--- src/hdl/rcw_pkg.sv ---
// Package for the Reno congestion window block: widths, reset values and
// sequencer state type. No dependencies.
package rcw_pkg;

    localparam int unsigned WIN_W     = 16;
    localparam int unsigned DIV_W     = WIN_W + 1;
    localparam int unsigned CNT_W     = $clog2(DIV_W);

    localparam logic [WIN_W-1:0] WINDOW_RESET = WIN_W'(10);
    localparam logic [WIN_W-1:0] THRESH_RESET = {WIN_W{1'b1}};
    localparam logic [WIN_W-1:0] CLAMP_RESET  = {WIN_W{1'b1}};
    localparam logic [WIN_W-1:0] MIN_THRESH   = WIN_W'(2);
    localparam logic [WIN_W-1:0] MIN_CLAMP    = WIN_W'(1);
    localparam logic [CNT_W-1:0] DIV_LAST     = CNT_W'(DIV_W - 1);

    localparam logic KIND_ACK  = 1'b0;
    localparam logic KIND_LOSS = 1'b1;

    typedef enum logic [2:0] {
        S_IDLE,
        S_SLOW,
        S_AVOID,
        S_DIV,
        S_FINAL,
        S_DONE
    } t_state;

endpackage

--- src/hdl/reno_congestion_window.sv ---
// Reno congestion window: one event in, one window/threshold result out. Depends on rcw_pkg.
// An ack that reaches congestion avoidance passes S_SLOW, S_AVOID, the bit-serial restoring
// divider in S_DIV, S_FINAL and S_DONE; loss events, ignored acks and acks used up in slow
// start go from S_SLOW straight to S_DONE. One event in flight; the next is taken the cycle
// after the result is loaded, and S_DONE waits while the output is stalled.
// Reset (synchronous, active low): window 10, threshold 65535, counter 0, clamp 65535.
module reno_congestion_window (
    input  logic                      i_clk,
    input  logic                      i_rst_n,
    input  logic                      i_cfg_valid,
    output logic                      o_cfg_ready,
    input  logic [rcw_pkg::WIN_W-1:0] i_cfg_window_clamp,
    input  logic                      i_in_valid,
    output logic                      o_in_ready,
    input  logic                      i_kind,
    input  logic [rcw_pkg::WIN_W-1:0] i_acked_packets,
    input  logic                      i_cwnd_limited,
    output logic                      o_out_valid,
    input  logic                      i_out_ready,
    output logic [rcw_pkg::WIN_W-1:0] o_window,
    output logic [rcw_pkg::WIN_W-1:0] o_threshold
);
    import rcw_pkg::*;

    t_state             r_state, n_state;
    logic [WIN_W-1:0]   r_clamp, n_clamp;
    logic [WIN_W-1:0]   r_cwnd, n_cwnd;
    logic [WIN_W-1:0]   r_ssth, n_ssth;
    logic [WIN_W-1:0]   r_count, n_count;
    logic               r_kind, n_kind;
    logic               r_limited, n_limited;
    logic [WIN_W-1:0]   r_acked, n_acked;
    logic [DIV_W-1:0]   r_base, n_base;
    logic [WIN_W-1:0]   r_rem, n_rem;
    logic [DIV_W-1:0]   r_quo, n_quo;
    logic [CNT_W-1:0]   r_cnt, n_cnt;
    logic               r_out_valid, n_out_valid;
    logic [WIN_W-1:0]   r_out_window, n_out_window;
    logic [WIN_W-1:0]   r_out_thresh, n_out_thresh;

    logic [WIN_W-1:0]   lim;
    logic [DIV_W-1:0]   ss_sum;
    logic [DIV_W-1:0]   ss_left;
    logic [WIN_W-1:0]   ss_grown;
    logic [WIN_W-1:0]   half;
    logic [WIN_W-1:0]   ca_count;
    logic [DIV_W-1:0]   ca_sum;
    logic [DIV_W-1:0]   trial;
    logic [DIV_W-1:0]   trial_diff;
    logic               trial_ge;
    logic [DIV_W:0]     wnd_sum;

    assign lim         = (r_clamp == '0) ? MIN_CLAMP : r_clamp;
    assign ss_sum      = {1'b0, r_cwnd} + {1'b0, r_acked};
    assign ss_left     = ss_sum - {1'b0, r_ssth};
    assign ss_grown    = (ss_sum > {1'b0, r_ssth}) ? r_ssth : ss_sum[WIN_W-1:0];
    assign half        = {1'b0, r_cwnd[WIN_W-1:1]};
    assign ca_count    = (r_count >= r_cwnd) ? '0 : r_count;
    assign ca_sum      = {1'b0, ca_count} + {1'b0, r_acked};
    assign trial       = {r_rem, r_quo[DIV_W-1]};
    assign trial_diff  = trial - {1'b0, r_cwnd};
    assign trial_ge    = (trial >= {1'b0, r_cwnd});
    assign wnd_sum     = {1'b0, r_base} + {1'b0, r_quo};

    assign o_cfg_ready = 1'b1;
    assign o_in_ready  = (r_state == S_IDLE);
    assign o_out_valid = r_out_valid;
    assign o_window    = r_out_window;
    assign o_threshold = r_out_thresh;

    always_ff @(posedge i_clk) begin
        if (!i_rst_n) begin
            r_state     <= S_IDLE;
            r_clamp     <= CLAMP_RESET;
            r_cwnd      <= WINDOW_RESET;
            r_ssth      <= THRESH_RESET;
            r_count     <= '0;
            r_out_valid <= 1'b0;
            r_cnt       <= '0;
        end else begin
            r_state     <= n_state;
            r_clamp     <= n_clamp;
            r_cwnd      <= n_cwnd;
            r_ssth      <= n_ssth;
            r_count     <= n_count;
            r_out_valid <= n_out_valid;
            r_cnt       <= n_cnt;
        end
        r_kind       <= n_kind;
        r_limited    <= n_limited;
        r_acked      <= n_acked;
        r_base       <= n_base;
        r_rem        <= n_rem;
        r_quo        <= n_quo;
        r_out_window <= n_out_window;
        r_out_thresh <= n_out_thresh;
    end

    always_comb begin
        n_state      = r_state;
        n_clamp      = r_clamp;
        n_cwnd       = r_cwnd;
        n_ssth       = r_ssth;
        n_count      = r_count;
        n_kind       = r_kind;
        n_limited    = r_limited;
        n_acked      = r_acked;
        n_base       = r_base;
        n_rem        = r_rem;
        n_quo        = r_quo;
        n_cnt        = r_cnt;
        n_out_valid  = r_out_valid;
        n_out_window = r_out_window;
        n_out_thresh = r_out_thresh;

        if (i_cfg_valid) begin
            n_clamp = i_cfg_window_clamp;
        end
        if (r_out_valid && i_out_ready) begin
            n_out_valid = 1'b0;
        end

        case (r_state)
            S_IDLE: begin
                if (i_in_valid) begin
                    n_kind    = i_kind;
                    n_limited = i_cwnd_limited;
                    n_acked   = i_acked_packets;
                    n_state   = S_SLOW;
                end
            end
            S_SLOW: begin
                if (r_kind == KIND_LOSS) begin
                    n_ssth  = (half > MIN_THRESH) ? half : MIN_THRESH;
                    n_state = S_DONE;
                end else if (!r_limited) begin
                    n_state = S_DONE;
                end else if (r_cwnd < r_ssth) begin
                    // grow toward threshold, pass the leftover on
                    n_cwnd  = (ss_grown < lim) ? ss_grown : lim;
                    n_acked = (ss_sum > {1'b0, r_ssth}) ? ss_left[WIN_W-1:0] : '0;
                    n_state = (ss_sum > {1'b0, r_ssth}) ? S_AVOID : S_DONE;
                end else begin
                    n_state = S_AVOID;
                end
            end
            S_AVOID: begin
                n_base  = {1'b0, r_cwnd} + ((r_count >= r_cwnd) ? DIV_W'(1) : '0);
                n_quo   = ca_sum;
                n_rem   = '0;
                n_cnt   = '0;
                n_state = S_DIV;
            end
            S_DIV: begin
                // one quotient bit per cycle
                n_rem = trial_ge ? trial_diff[WIN_W-1:0] : trial[WIN_W-1:0];
                n_quo = {r_quo[DIV_W-2:0], trial_ge};
                n_cnt = r_cnt + CNT_W'(1);
                if (r_cnt == DIV_LAST) begin
                    n_state = S_FINAL;
                end
            end
            S_FINAL: begin
                n_cwnd  = (wnd_sum > {2'b00, lim}) ? lim : wnd_sum[WIN_W-1:0];
                n_count = r_rem;
                n_state = S_DONE;
            end
            S_DONE: begin
                if (!r_out_valid || i_out_ready) begin
                    n_out_valid  = 1'b1;
                    n_out_window = r_cwnd;
                    n_out_thresh = r_ssth;
                    n_state      = S_IDLE;
                end
            end
            default: begin
                n_state = S_IDLE;
            end
        endcase
    end

endmodule

--- config.mk ---
export PLATFORM = sky130hd
export DESIGN_NAME = reno_congestion_window
export DESIGN_NICKNAME = d
export VERILOG_FILES = /design/src/hdl/rcw_pkg.sv /design/src/hdl/reno_congestion_window.sv
export SDC_FILE = /design/constraint.sdc
export NUM_CORES = 1
export LEC_CHECK = 0
export ABC_AREA = 1
export BUFFER_PORTS_ARGS = -buffer_cell sky130_fd_sc_hd__buf_2
export CORE_MARGIN = 2
export CORE_UTILIZATION = 45
export CTS_CLUSTER_DIAMETER = 200
export DETAILED_ROUTE_END_ITERATION = 10
export GPL_TIMING_DRIVEN = 0
export HOLD_SLACK_MARGIN = 0.06
export PLACE_DENSITY = 0.62
export SYNTH_ARGS = -nofsm -noshare
export SYNTH_HDL_FRONTEND = slang
export SYNTH_SLANG_ARGS = --single-unit
--- constraint.sdc ---
create_clock -name i_clk -period 5.8 [get_ports i_clk]
set_input_delay 0.29 -clock i_clk [delete_from_list [all_inputs] [get_ports i_clk]]
set_output_delay 0.29 -clock i_clk [all_outputs]
set_load 0.1 [all_outputs]
==> reports/qor.yml <==
pwr:
  power.total_mw: 8.00
  vdd_drop_max_mv: 0.283
  powerDensity_mw_per_mm2: 568
  cellLeakagePower_nw: 6.62
floorplan:
  start_util: 0.461
  fp.dieW_um: 171
  io_pins: 74
  num_rows: 60
  core_region_area_mm2: 0.0271
  die_area_mm2: 0.0291
  dieHeight_um: 171
drt:
  firstDrtPassIters: 5
  vias_per_cell: 5.50
  vias: 11200
  drc_errors: 0
  drt_iter0_markers: 795
  routed_wl_mm: 39.4
  post_drt_wl_per_cell_um: 19.3
  ant_nets: 0
critical_path:
  arrival_ns: 5.75
  path_common_cell: "nand2_1"
  critPathKind: "reg2reg"
  crit_path_end_kind: "register"
  worstPathRequired_ns: 6.13
  path_max_fanout: 13
  max_stage_delay_ns: 0.51
  cp_slowest_cell: "dfxtp_2"
  cp-start-kind: "register"
timing:
  tightest_slew_ns: 0.874
  slew_headroom: 0.417
  maxSlewViolCount: 0
  hold_viol: 0
  setup_viol: 0
  post-route-period-util: 0.933
  rsz0062_at_grt: "false"
  max_freq_ghz: 0.185
  period_needed_ns: 5.41
  skew_ns: 0.0187
clocking:
  clk_path_buf_depth: 2
  post_cts_buffers: 0
  h-tree-depth: 4
  cts_made_buffers: 17
  clk_pin_slew_ns: 0.08
  cts_tree: "yes"
  cts.sink_count: 173
  cts-root-buf: "clkbuf_16"
  clk_latency_ns: 0.45
final_layout:
  drive_above_1_share: 0.108
  synthToLayoutAreaGrowth_pct: 12.9
  diodes: 0
  final_util: 0.520
  layoutNonFillerInstCount: 2042
  nets: 1848
  nFillCells: 2616
synthesis:
  async_flop_share: 0
  avgSynthCellArea_um2: 8.01
  netlist.area_leader.share: 0.240
  synth-seq-cells: 173
  ys_seq_area_frac: 0.357
  syn-cell-area_mm2: 0.0125
  yosys_warnings: 0
  synth_top_cells_by_count: "nand2_1, inv_1, a21oi_1"
  yosysTopAreaCell: "edfxtp_1"
  synth-main-ff-cell: "edfxtp_1"
  yosys-top-cells-area: "edfxtp_1, ha_1, dfxtp_1"
  synth.distinct_cells: 47
  synth_edf_count: 100
  syn_nets: 1751
  syn_inst: 1560
  synth_most_common_cell: "nand2_1"
placement:
  io_buffer_count: 71
  placed_cells_incl_taps: 2006
  gp_congestion: 0.951
  dpl.hpwl_mm: 30.7
run_status:
  status: "completed"
global_routing:
  antenna_found_initial: 0
  grtUsageTotal: 0.273
  grt.overflow.total: 0
  grt_pass1_wl_mm: 59.3
  grt_pass1_vias: 10400
  grt_max_degree: 29
min_path:
  hp-class: "in2reg"
job:
  cap_violations: 0
==> routing by layer <==
metal	GRT usage	routed length, µm
met4	0.102	1300
met3	0.0402	2460
met5	0	0
met2	0.437	17500
met1	0.375	18100
==> cell usage in the layout, fill, tap and decap left out, types with 46 or more instances in the layout <==
cell type  count
buf_2         80
ha_1         146
nand3_1       60
nand2_1      279
xor2_1        46
a21oi_1      169
inv_1        202
dfxtp_1       70
o21ai_0      135
nor2_1        86
edfxtp_1     100
==> logic make-up after synthesis <==
| kind of cell | after synthesis | share of synthesized area |
|---|---|---|
| buf+inv | 247 | 0.0768 |
| flops | 173 | 0.357 |
| xor+xnor | 75 | 0.0526 |
| simple gates | 516 | 0.183 |
| other cells | 1 | 0.000300 |
| compound gates | 396 | 0.174 |
| fa+ha+maj | 152 | 0.155 |
==> sequential cells by signal (all words and copies together) (netlist names) <==
name,count
r_quo,17
r_limited,1
o_threshold,16
r_rem,16
r_acked,16
o_window,16
r_clamp,16
o_out_valid,1
r_ssth,16
r_base,17
r_kind,1
r_state,3
r_cwnd,16
r_cnt,5
r_count,16
==> report_power, final <==
part	internal, mW	leakage (nW)	switching (mW)	total (mW)
clock network	0.672	0.301	0.545	1.22
registers	1.56	1.49	0.367	1.93
logic	1.76	4.83	3.10	4.86
total	3.99	6.62	4.01	8.00
==> layout make-up <==
cell class	instances	area [µm²]	share of cell area
Multi-Input combinational cell	1140	7120	0.505
Timing Repair Buffer	79	468	0.0332
Clock inverter	13	154	0.0109
Sequential cell	173	4470	0.317
Buffer	41	193	0.0137
Tap cell	372	465	0.0330
Inverter	205	769	0.0546
Clock buffer	19	454	0.0322
==> worst max-delay path, delay by kind of cell, from the launching register on <==
kind / cells / cell delay [ns]
compound gates: 12 / 1.88
simple gates: 11 / 1.07
flops: 1 / 0.51
fa+ha+maj: 3 / 1.03
buf+inv: 5 / 0.81
==> timing repair <==
action | CTS | global route
endpoints found under the hold margin | 5 | 0
setup endpoints to repair | 14 | 17
hold buffers | 5 | 0
resized for setup | 3 | 16
==> final timing paths <==
kind	slack [ns]	to	cells after the start	start
hold / removal	0.06	r_clamp[2]	3	i_cfg_window_clamp[2]
hold reg to reg	0.46	o_threshold[15]	0	r_ssth[15]
setup / recovery	0.39	r_cwnd[4]	31	r_cwnd[2]
setup reg to reg	0.39	r_cwnd[4]	31	r_cwnd[2]
==> stage by stage <==
stage	hold slack [ns]	setup WS [ns]	TNS, ns	cell area (µm²)
floorplan	0.389	0.926	0	12500
global placement	0.443	-0.291	-2.75	13300
detailed placement	0.435	-0.359	-3.61	13400
CTS	0.0611	0.0711	0	14100
global route	0.0700	0.00000888	0	14100
finish	0.0650	0.390	0	14100
No activity file was read; power rests on OpenSTA's default activity.
